--- src/design/rmm_pkg.sv ---
// Shared constants, types and control/status structs for the reachability matrix block.
package rmm_pkg;

    localparam int NODES   = 64;
    localparam int IDX_W   = (NODES > 1) ? $clog2(NODES) : 1;
    localparam int AREA_W  = 6;
    localparam int KIND_W  = 2;
    localparam int COUNT_W = 7;

    typedef logic [NODES-1:0]   row_t;
    typedef logic [IDX_W-1:0]   idx_t;
    typedef logic [KIND_W-1:0]  kind_t;
    typedef logic [COUNT_W-1:0] count_t;

    localparam kind_t KIND_LINK  = 2'd0;
    localparam kind_t KIND_FUSE  = 2'd1;
    localparam kind_t KIND_QUERY = 2'd2;
    localparam kind_t KIND_CLEAR = 2'd3;

    localparam count_t COUNT_RESET = 7'd64;

    typedef struct packed {
        logic load;
        logic clear;
        logic rd_pair;
        logic sweep_rd;
        logic sweep_wr;
        logic wr_link;
        logic gain_load;
        logic cnt_clr;
        logic kill_o;
        logic res_load;
    } cmd_t;

    typedef struct packed {
        kind_t kind;
        logic  ok;
        logic  cnt_last;
        logic  cnt_zero;
        logic  out_blocked;
    } stat_t;

endpackage

--- src/design/rmm_ctrl.sv ---
// Controller state machine: sequences link, fuse sweep, query, clear and result transfer.
module rmm_ctrl (
    input  logic           clk,
    input  logic           rst_n,
    input  logic           in_valid,
    output logic           in_ready,
    input  rmm_pkg::stat_t stat,
    output rmm_pkg::cmd_t  cmd
);

    localparam logic [2:0] ST_IDLE   = 3'd0;
    localparam logic [2:0] ST_DECODE = 3'd1;
    localparam logic [2:0] ST_LINK   = 3'd2;
    localparam logic [2:0] ST_PREP   = 3'd3;
    localparam logic [2:0] ST_SWEEP  = 3'd4;
    localparam logic [2:0] ST_SW_END = 3'd5;
    localparam logic [2:0] ST_RES    = 3'd6;

    logic [2:0] state_reg;
    logic [2:0] state_next;

    assign in_ready = (state_reg == ST_IDLE);

    always_comb
    begin
        cmd        = '0;
        state_next = state_reg;
        unique case (state_reg)
            ST_IDLE:
            begin
                if (in_valid)
                begin
                    cmd.load   = 1'b1;
                    state_next = ST_DECODE;
                end
            end
            ST_DECODE:
            begin
                if (stat.kind == rmm_pkg::KIND_CLEAR)
                begin
                    cmd.clear  = 1'b1;
                    state_next = ST_RES;
                end
                else if (!stat.ok)
                    state_next = ST_RES;
                else
                begin
                    cmd.rd_pair = 1'b1;
                    if (stat.kind == rmm_pkg::KIND_LINK)
                        state_next = ST_LINK;
                    else if (stat.kind == rmm_pkg::KIND_FUSE)
                        state_next = ST_PREP;
                    else
                        state_next = ST_RES;
                end
            end
            ST_LINK:
            begin
                cmd.wr_link = 1'b1;
                state_next  = ST_RES;
            end
            ST_PREP:
            begin
                cmd.gain_load = 1'b1;
                cmd.cnt_clr   = 1'b1;
                state_next    = ST_SWEEP;
            end
            ST_SWEEP:
            begin
                cmd.sweep_rd = 1'b1;
                cmd.sweep_wr = !stat.cnt_zero;
                if (stat.cnt_last)
                    state_next = ST_SW_END;
            end
            ST_SW_END:
            begin
                cmd.sweep_wr = 1'b1;
                cmd.kill_o   = 1'b1;
                state_next   = ST_RES;
            end
            ST_RES:
            begin
                if (!stat.out_blocked)
                begin
                    cmd.res_load = 1'b1;
                    state_next   = ST_IDLE;
                end
            end
            default:
            begin
                state_next = ST_IDLE;
            end
        endcase
    end

    always_ff @(posedge clk or negedge rst_n)
    begin
        if (!rst_n)
            state_reg <= ST_IDLE;
        else
            state_reg <= state_next;
    end

    a_accept_decode: assert property (@(posedge clk) disable iff (!rst_n)
        (in_valid && in_ready) |=> (state_reg == ST_DECODE))
        else $error("accepted transfer not decoded");

    a_sweep_end: assert property (@(posedge clk) disable iff (!rst_n)
        (state_reg == ST_SWEEP && stat.cnt_last) |=> (state_reg == ST_SW_END))
        else $error("sweep did not finish after last row");

    a_res_slot: assert property (@(posedge clk) disable iff (!rst_n)
        cmd.res_load |-> !stat.out_blocked)
        else $error("result loaded over pending transfer");

endmodule

--- config.mk ---
export PLATFORM = sky130hd
export DESIGN_NAME = rmm_ctrl
export DESIGN_NICKNAME = d
export VERILOG_FILES = /design/src/design/rmm_pkg.sv /design/src/design/rmm_ctrl.sv
export SDC_FILE = /design/constraint.sdc
export NUM_CORES = 1
export LEC_CHECK = 0
export BUFFER_PORTS_ARGS = -buffer_cell sky130_fd_sc_hd__buf_4
export CORE_AREA = 2 2 39 41
export DETAILED_ROUTE_END_ITERATION = 6
export DIE_AREA = 0 0 41 43
export HOLD_SLACK_MARGIN = 0.08
export PLACE_DENSITY = 0.46
export REMOVE_ABC_BUFFERS = 1
export SYNTH_ARGS = -nofsm -noshare
export SYNTH_HDL_FRONTEND = slang
export SYNTH_SLANG_ARGS = --single-unit
--- constraint.sdc ---
create_clock -name clk -period 2.9 [get_ports clk]
set_input_delay 0.58 -clock clk [delete_from_list [all_inputs] [get_ports clk]]
set_output_delay 0.58 -clock clk [all_outputs]
set_load 0.005 [all_outputs]
# Word level (Yosys, flattened, before mapping)
# Index checks and enable logic that the tools add are counted.
op_classes:
  n_eq_ne: 11
  mux: 21
  n_reduce_logical: 5
ops:
  columns: ["operator", "count"]
  rows:
  - ["$mux 3", 7]
  - ["$pmux 3 s6", 1]
  - ["$mux 1", 10]
  - ["$eq 3x3->1 const B", 3]
  - ["$eq 3x2->1 const B", 2]
  - ["$ne 2x2->1 const B", 3]
  - ["$mux 2", 2]
  - ["$eq 3x1->1 const B", 1]
  - ["$logic_not 3->1", 1]
  - ["$reduce_and 3->1", 1]
  - ["$eq 2x1->1 const B", 1]
  - ["$eq 2x2->1 const B", 1]
  - ["$logic_not 2->1", 1]
  - ["$pmux 1 s2", 1]
  - ["$reduce_or 2->1", 1]
  - ["$logic_not 1->1", 1]
word_totals:
  reg_bits: 3
  input_bits: 9
  output_inout_bits: 11
  wordCells: 38

# Longest topological paths before layout
# Gate-level depths: netlist (run 1).
depth:
  depth_word: 6
  ltp_mapped: 4
  mapped_depth_nobuf: 3

# Least setup slack after synthesis (run 1)
# OpenSTA, ideal clock, no wires.
synth_path:
  kind: "reg2out"
  from: "register state_reg[1]"
  to: "output port cmd[9] (netlist bit)"
  arrival_ps: 903
  t_required_ps: 2320
  path_slack_ps: 1417
  path_stages_with_launch: 4
  path_buffers: 0
  cell_sequence: "dfrtp_1 or2_4 nor2_4 and2_1"
synth_lines:
  columns: ["element", "line", "source"]
  rows:
  - ["start, declared", "rmm_ctrl.sv:19", "logic [2:0] state_reg;"]
  - ["start signal, assigned", "rmm_ctrl.sv:101", "state_reg <= state_next;"]
  - ["end, declared", "rmm_ctrl.sv:8", "output rmm_pkg::cmd_t cmd"]

==> results of run 1 <==
==> worst max-delay path: cells and delay by family (launching register included) <==
kind	cells	cell delay (ns)
buffers and inverters	1	0.10
DFF	1	0.45
and+or+nand+nor	3	0.50
==> metrics by stage <==
step | util, % | area [µm²] | hold slack, ns | worst slack, ns | cells
final | 30.20 | 417.9 | 0.1288 | 1.033 | 68
after global routing | 30.20 | 417.9 | 0.1115 | 0.9455 | 68
after CTS | 30.20 | 417.9 | 0.1229 | 1.011 | 68
after detailed placement | 28.30 | 391.6 | 0.3722 | 1.228 | 64
after global placement | 28.30 | 391.6 | 0.3714 | 1.246 | 64
after floorplan | - | 229.0 | 0.2844 | 1.416 | 29
==> metal layers <==
layer  GRT usage, %  part of all wire [%]
met2          9.688                    48
met5              0                     0
met3          3.665                   9.7
met1          12.99                    43
met4          12.00                     0
==> area by class of cell <==
cell class	count	area share (%)
clock buffers	4	6.287
inverters	2	1.796
multi-input cells	24	35.03
flip-flops and latches	3	17.96
well taps	16	4.790
repair buffers	19	34.13
==> path summary, 6_finish.rpt <==
check                               endpoint  depth (start not counted)
worst max-delay path                  cmd[9]                          4
worst min-delay path            state_reg[0]                          1
worst max register to register  state_reg[0]                          3
worst min register to register  state_reg[2]                          1
max in group asynchronous       state_reg[2]                          1
min in group clk                state_reg[2]                          1
==> report_power, final <==
group          switching, W  internal, W
registers         0.0000418    0.0000606
logic             0.0000775     0.000106
clock network     0.0000219    0.0000516
==> logic make-up (layout without fill, tap and decap cells) <==
family | count (synthesis) | after routing
compound gates | 5 | 5
buf+inv | 4 | 25
flops | 3 | 3
mux | 1 | 1
simple gates | 18 | 18
==> cell usage after synthesis, types with 2 or more instances <==
cell type,instances
sky130_fd_sc_hd__buf_4,2
sky130_fd_sc_hd__nor3_1,3
sky130_fd_sc_hd__nor2_1,4
sky130_fd_sc_hd__dfrtp_1,3
sky130_fd_sc_hd__nand2b_1,4
sky130_fd_sc_hd__a211oi_1,2
sky130_fd_sc_hd__nand2_1,2
==> results.md, run 1 <==
Status:
- The flow ran to the end, and the final reports show no timing, DRC or antenna violations.

Logic synthesis:
- The post-synthesis compound-gate area fraction is between 10% and 20%.
- The fraction of the mapped netlist area in simple logic gates is roughly 43%.
- Counting flops with a built-in enable in the synthesized netlist gives 0.
- The combinational family with the most area after synthesis is simple AND/OR/NAND/NOR gates.
- The synthesized-area fraction occupied by adder cells is 0%.
- The xor-xnor portion of the synthesized cell area is 0%.
- The portion of netlist area occupied by mux cells is 4.103%.
- The count of different cell masters after synthesis is 18.
- The synthesized design contains 3 register bits.
- The cell type with the highest aggregate area in the netlist is sky130_fd_sc_hd__dfrtp_1.
- The top cell type by area accounts for a little under a third of the synthesized area.
- The per-instance average area after synthesis is about 8 µm².
- Summing every instance area after synthesis gives 244.0 µm².
- For this run, the number of Yosys warnings is 0.
- For this run, the register share of the synthesized area comes to a little under a third.
- The number of instances in the synthesized netlist is 31.
- Sorting the synthesized cells by area gives the leading types as sky130_fd_sc_hd__dfrtp_1, sky130_fd_sc_hd__nand2b_1, sky130_fd_sc_hd__nor3_1.
- The flip-flop cell with the highest count after synthesis is sky130_fd_sc_hd__dfrtp_1.
- Of all flip-flops after synthesis, the portion carrying an async set or reset was 100.0%.

Clocking:
- The clock latency of the later-clocked register in the worst-skew pair is approximately 0.23 ns.
- The count of hold-fix buffers inserted at cts is 0.
- The number of setup buffers added after CTS is 0.
- After clock tree synthesis, the clock-pin slew on the worst setup and hold paths is around 0.040 ns.
- In this run the deepest clock path goes through 2 buffers.
- The maximum level of the CTS H-tree is 1.
- The CTS tree is done.
- Counting every sink on the clock net gives 3.
- The post-cts gate resize count is 0.
- The TritonCTS buffer count is 3.
- The root cell of the clock tree is sky130_fd_sc_hd__clkbuf_4.

Floorplanning:
- The site row count is 14.
- The starting utilization of the core area is between 15 and 20%.
- The die boundary height is 43 µm.
- The die area is 1763 µm².
- The area of the core region is 1384 µm².
- The horizontal extent of the die is between 40 and 50 µm.
- The I/O pin total is 20.

STA:
- The final-report hold violation count is 0.
- The worst clock skew is approximately 0.00075 ns.
- Setup violations remaining at the end of the flow were counted as 0.
- The clock period could shrink to ~1.9 ns.
- At the pin with the least slew margin, the transition time is 0.3533 ns.
- The final max-slew violation count is 0.
- The post-route clock period utilization is about 64%.
- The maximum operating frequency is 0.5357 GHz.
- Adding up every negative setup slack in the final design gives 0 ns.
- Setup repair after global routing left no endpoint under its margin.
- Measured against its own limit, the worst slew margin works out to between 70 and 80%.

Layout:
- The register with the most flip-flops in the layout has 3 of them.
- The library cells used most frequently in the layout, excluding fill and tap cells, are sky130_fd_sc_hd__buf_4, sky130_fd_sc_hd__nor2_1, sky130_fd_sc_hd__nand2b_1.
- The number of antenna diodes in the final layout is 0.
- The most frequent standard cell in the layout excluding fill and tap cells is sky130_fd_sc_hd__buf_4.
- The area taken by multi-input logic gates is 146.4 µm².
- The area growth from synthesis to layout is 71.28%.
- The ratio of cells with drive above 1 in the final layout is 48.08%.
- The area taken by flip-flops and latches is 75.07 µm².
- The count of nets after finishing is between 60 and 70.
- Counting the fill cells in the layout gives between 150 and 200.

Global route:
- The pin count of the biggest net entering global routing is 9.
- The number of global-route vias before repair is ~230.
- The initial antenna violation count is 0.
- Global routing used 9.668% of the available tracks.
- The total congestion overflow after global routing is 0.
- The first global-routing pass estimated about 1100 µm of wire.

Place:
- During placement, the flow inserted port buffers numbering 19.
- Routability-driven placement finished with a final weighted congestion of between 0.6 and 0.7.

Routing:
- The via count is between 200 and 300.
- After detailed routing, the average wire length per cell comes to 9.574 µm.
- The remaining antenna violation count after routing is 0.
- After detailed routing, the number of vias per cell comes to approximately 4.2.
- The final routed DRC violation total is 0.
- The number of detailed-routing iterations run before antenna repair is 4.
- The wire length reported by the detailed router is between 600 and 700 µm.
- In this run, the number of DRC markers left after iteration 0 of detailed routing was 10.

Critical path:
- The data arrival time of the worst path is about 1.3 ns.
- STA classifies the critical path endpoint as an output pin.
- The largest stage delay on the critical path is 0.45 ns.
- The required time reported for the critical path endpoint is approximately 2.3 ns.
- The critical path goes through or2_4 -> nor2_4 -> and2_1 -> buf_4.
- The worst setup path is launched from a flop.
- The peak fanout along the critical path is 8.
- The critical register-to-register path startpoint is state_reg[2].
- Among all stages on the critical path, the largest delay is contributed by sky130_fd_sc_hd__dfrtp_1.
- In this run the register-to-register setup slack is between 1.5 and 2 ns.
- In this run the worst setup path begins at state_reg[1].
- The worst setup path category is flop to output pin.

Worst hold path:
- The class of the tightest hold or removal check is input pin to asynchronous set/reset pin.

Job:
- The max-capacitance violation count is 0.

Power and ir drop:
- The post-layout total power is 0.0003594 W.
- The worst vdd rail ir drop is 356.1 µV.
- Power spread over the standard cell area amounts to around 860 nW/µm².
- The leakage power figure is 0.2107 nW.
Note: power is estimated with default switching activity, not from simulation.
==> run 2: changes to the inputs <==
==> constraint.sdc (replaced) <==
create_clock -name clk -period 1.8 [get_ports clk]
set_input_delay 0.36 -clock clk [delete_from_list [all_inputs] [get_ports clk]]
set_output_delay 0.36 -clock clk [all_outputs]
set_load 0.005 [all_outputs]
==> run 2 against run 1 <==
Against the previous run: via count rose by 5.6%; critical endpoint unchanged; worst hold slack improved by 0.31 ns; largest power group unchanged; clock-buffer cell count did not move.
==> results.md, run 2 (synthesized netlist as in run 1, its figures left out) <==
Clocking:
- The number of sinks driven by the clock tree was 3 (unchanged).
- The clock transition at the registers of the reported paths is 0.04 ns (about the same).
- The maximum clock insertion buffer count came to 2 (unchanged).
- The maximum level of the CTS H-tree was 1 (unchanged).
- The post-cts gate resize count is 0 (unchanged).
- The TritonCTS buffer count is 3 (unchanged).
- The post-CTS repair timing setup buffer count was 0 (unchanged).
- The clock latency of the later-clocked register in the worst-skew pair is 0.24 ns (about the same).
- The CTS tree is done.
- The root cell of the clock tree is sky130_fd_sc_hd__clkbuf_4.
- The count of hold-fix buffers inserted at cts is 1 (+1).

Layout:
- The count of antenna diodes in the layout was 0 (unchanged).
- The fill cell instance count of the final layout is 148 (-11%).
- The area growth from synthesis to layout is 75.38%.
- The area taken by flip-flops and latches is 75.07 µm² (unchanged).
- The flip-flop count of the largest register after layout is 3 (unchanged).
- In the layout the commonest cells are sky130_fd_sc_hd__buf_4, sky130_fd_sc_hd__nor2_1, sky130_fd_sc_hd__nand2b_1.
- The most frequent standard cell in the layout excluding fill and tap cells is sky130_fd_sc_hd__buf_4.
- The count of nets after finishing came to 63 (+1.6%).
- The ratio of cells with drive above 1 in the final layout was 47.17% (-0.91 points).
- The area taken by multi-input logic gates is 146.4 µm² (unchanged).

Floorplanning:
- The starting utilization of the core area is 17.63% (unchanged).
- The die area is 1763 µm² (unchanged).
- The site row count is 14 (unchanged).
- The horizontal extent of the die is 41 µm (unchanged).
- The area of the core region was 1384 µm² (unchanged).
- The I/O pin total was 20 (unchanged).
- The die boundary height is 43 µm (unchanged).

Routing:
- The wire length reported by the detailed router is 705 µm (+8.3%).
- The detailed-route wire length per cell is 10.22 µm (+6.7%).
- The number of detailed-routing iterations run before antenna repair was 5 (+1).
- The post-detailed-route via-to-cell ratio is 4.348 (+4.1%).
- The remaining antenna violation count after routing is 0 (unchanged).
- The number of DRC violations after detailed-routing iteration 0 is 4 (-6).
- The final routed DRC violation total is 0 (unchanged).
- The via count is 300 (+5.6%).

Critical path:
- The length in cells of the worst reg-to-reg path is 3 (unchanged).
- The worst setup path is launched from a flop.
- The required time reported for the critical path endpoint is 1.44 ns (-0.88 ns).
- Walking the worst path, the cells encountered are or2_4 -> nor2_4 -> and2_1 -> buf_4.
- The largest stage delay on the critical path is 0.44 ns (about the same).
- The critical register-to-register path startpoint is state_reg[2].
- The peak fanout along the critical path is 8 (unchanged).
- The data arrival time of the worst path is 1.31 ns (+0.02 ns).
- The most critical setup path has its startpoint at state_reg[1].
- The number of buffer and inverter stages on the critical path was 1 (unchanged).
- The total stage count of the critical path was 4 (unchanged).
- The worst register-to-register path ends at state_reg[0].
- The register-to-register setup slack was 0.79 ns (-1.10 ns).
- In this design, the largest share of critical-path delay is due to simple AND/OR/NAND/NOR gates.
- The worst setup path is captured at an output pin.
- Following the worst setup path forward leads to its endpoint at cmd[9].
- The critical path is of the flop to output pin type.
- The slowest stage cell on the critical path is sky130_fd_sc_hd__dfrtp_1.

Place:
- The placement-stage worst setup slack is 0.3946 ns (-0.8336 ns).
- The placed wire-length estimate after detailed placement is 525.8 µm.
- The count of buffers from port buffering is 19 (unchanged).
- The final weighted congestion of routability-driven global placement is 0.6815 (+0.35%).

Worst hold path:
- The class of the tightest hold or removal check is input pin to flop.

Power and ir drop:
- The power per unit of standard cell area is 1375 nW/µm² (+60%).
- The worst vdd rail ir drop came to 393.4 µV (+10%).
- The leakage power figure came to 0.2149 nW (+2.0%).

Global route:
- The pin count of the biggest net entering global routing is 9 (unchanged).
- The number of global-route vias before repair is 246 (+5.6%).
- The total congestion overflow after global routing was 0 (unchanged).
- The global-route wire length before repair is 1062 µm (unchanged).
- The initial antenna violation count was 0 (unchanged).
- The overall fraction of global-route tracks in use came to 9.155% (-0.51 points).

Job:
- The max-capacitance violation count came to 0 (unchanged).

STA:
- The final total negative setup slack is 0 ns (unchanged).
- The final-report hold violation count is 0 (unchanged).
- The final critical-path required period is 1.669 ns.
- Timing would allow up to 0.5993 GHz.
- The number of setup violations in the final report was 0 (unchanged).
- The final worst slack is 0.1314 ns (-0.9019 ns).
- Setup repair after global routing left no endpoint under its margin.
- After layout, the worst path uses 92.70% of the clock period.
- The slew at the pin closest to its max-slew limit is 0.3427 ns (-0.01056 ns).
- The tightest slew margin relative to the limit is 77.15% (+0.70 points).
- The worst clock skew is 0.003326 ns (+0.002572 ns).
- The final max-slew violation count is 0 (unchanged).

Status:
- The flow ran to the end, and the final reports show no timing, DRC or antenna violations.
run 2: worst min path at each step:
stage                        end  startpoint  cells past startpoint  slack, ns
floorplan           state_reg[0]       rst_n                      0       0.06
global placement    state_reg[1]       rst_n                      1       0.15
detailed placement  state_reg[2]       rst_n                      1       0.15
CTS                 state_reg[2]     stat[0]                      3       0.43
global route        state_reg[2]       rst_n                      2       0.45
finish              state_reg[2]     stat[0]                      3       0.44
run 2: layout make-up:
cell class / instances / area share (%)
Multi-Input combinational cell: 24 / 34.21
Clock buffer: 4 / 6.140
Timing Repair Buffer: 20 / 35.67
Inverter: 2 / 1.754
Sequential cell: 3 / 17.54
Tap cell: 16 / 4.678
run 2: worst register-to-register path, stage by stage, from the launching register on:
cell and delay [ns]:
sky130_fd_sc_hd__dfrtp_1 0.49, sky130_fd_sc_hd__inv_2 0.16, sky130_fd_sc_hd__nand4b_1 0.11, sky130_fd_sc_hd__o22ai_1 0.17
run 2: power breakdown:
part	internal, W	total [W]	switching, W
Clock	0.0000833	0.000122	0.0000385
Combinational	0.000173	0.000302	0.000130
Sequential	0.0000977	0.000164	0.0000666
run 2: layer usage:
layer	share of wire [%]	wire length (µm)	GRT usage (%)	vias up
met4	3.0	21	8.000	0
met1	43	305	11.65	132
met2	44	309	11.88	17
li1	-	-	-	149
met5	0	0	0	-
met3	9.8	69	2.618	2
run 2: per-stage QoR:
stage          cell area [µm²]  instances  utilization (%)  total power [W]  hold WS (ns)
6_report                 427.9         69            30.92        0.0005884        0.4356
5_1_grt                  427.9         69            30.92        0.0006448        0.4457
4_1_cts                  427.9         69            30.92        0.0005997        0.4284
3_5_place_dp             391.6         64            28.30        0.0004706        0.1518
3_3_place_gp             391.6         64            28.30        0.0004711        0.1537
2_1_floorplan            229.0         29                -        0.0003140       0.06441
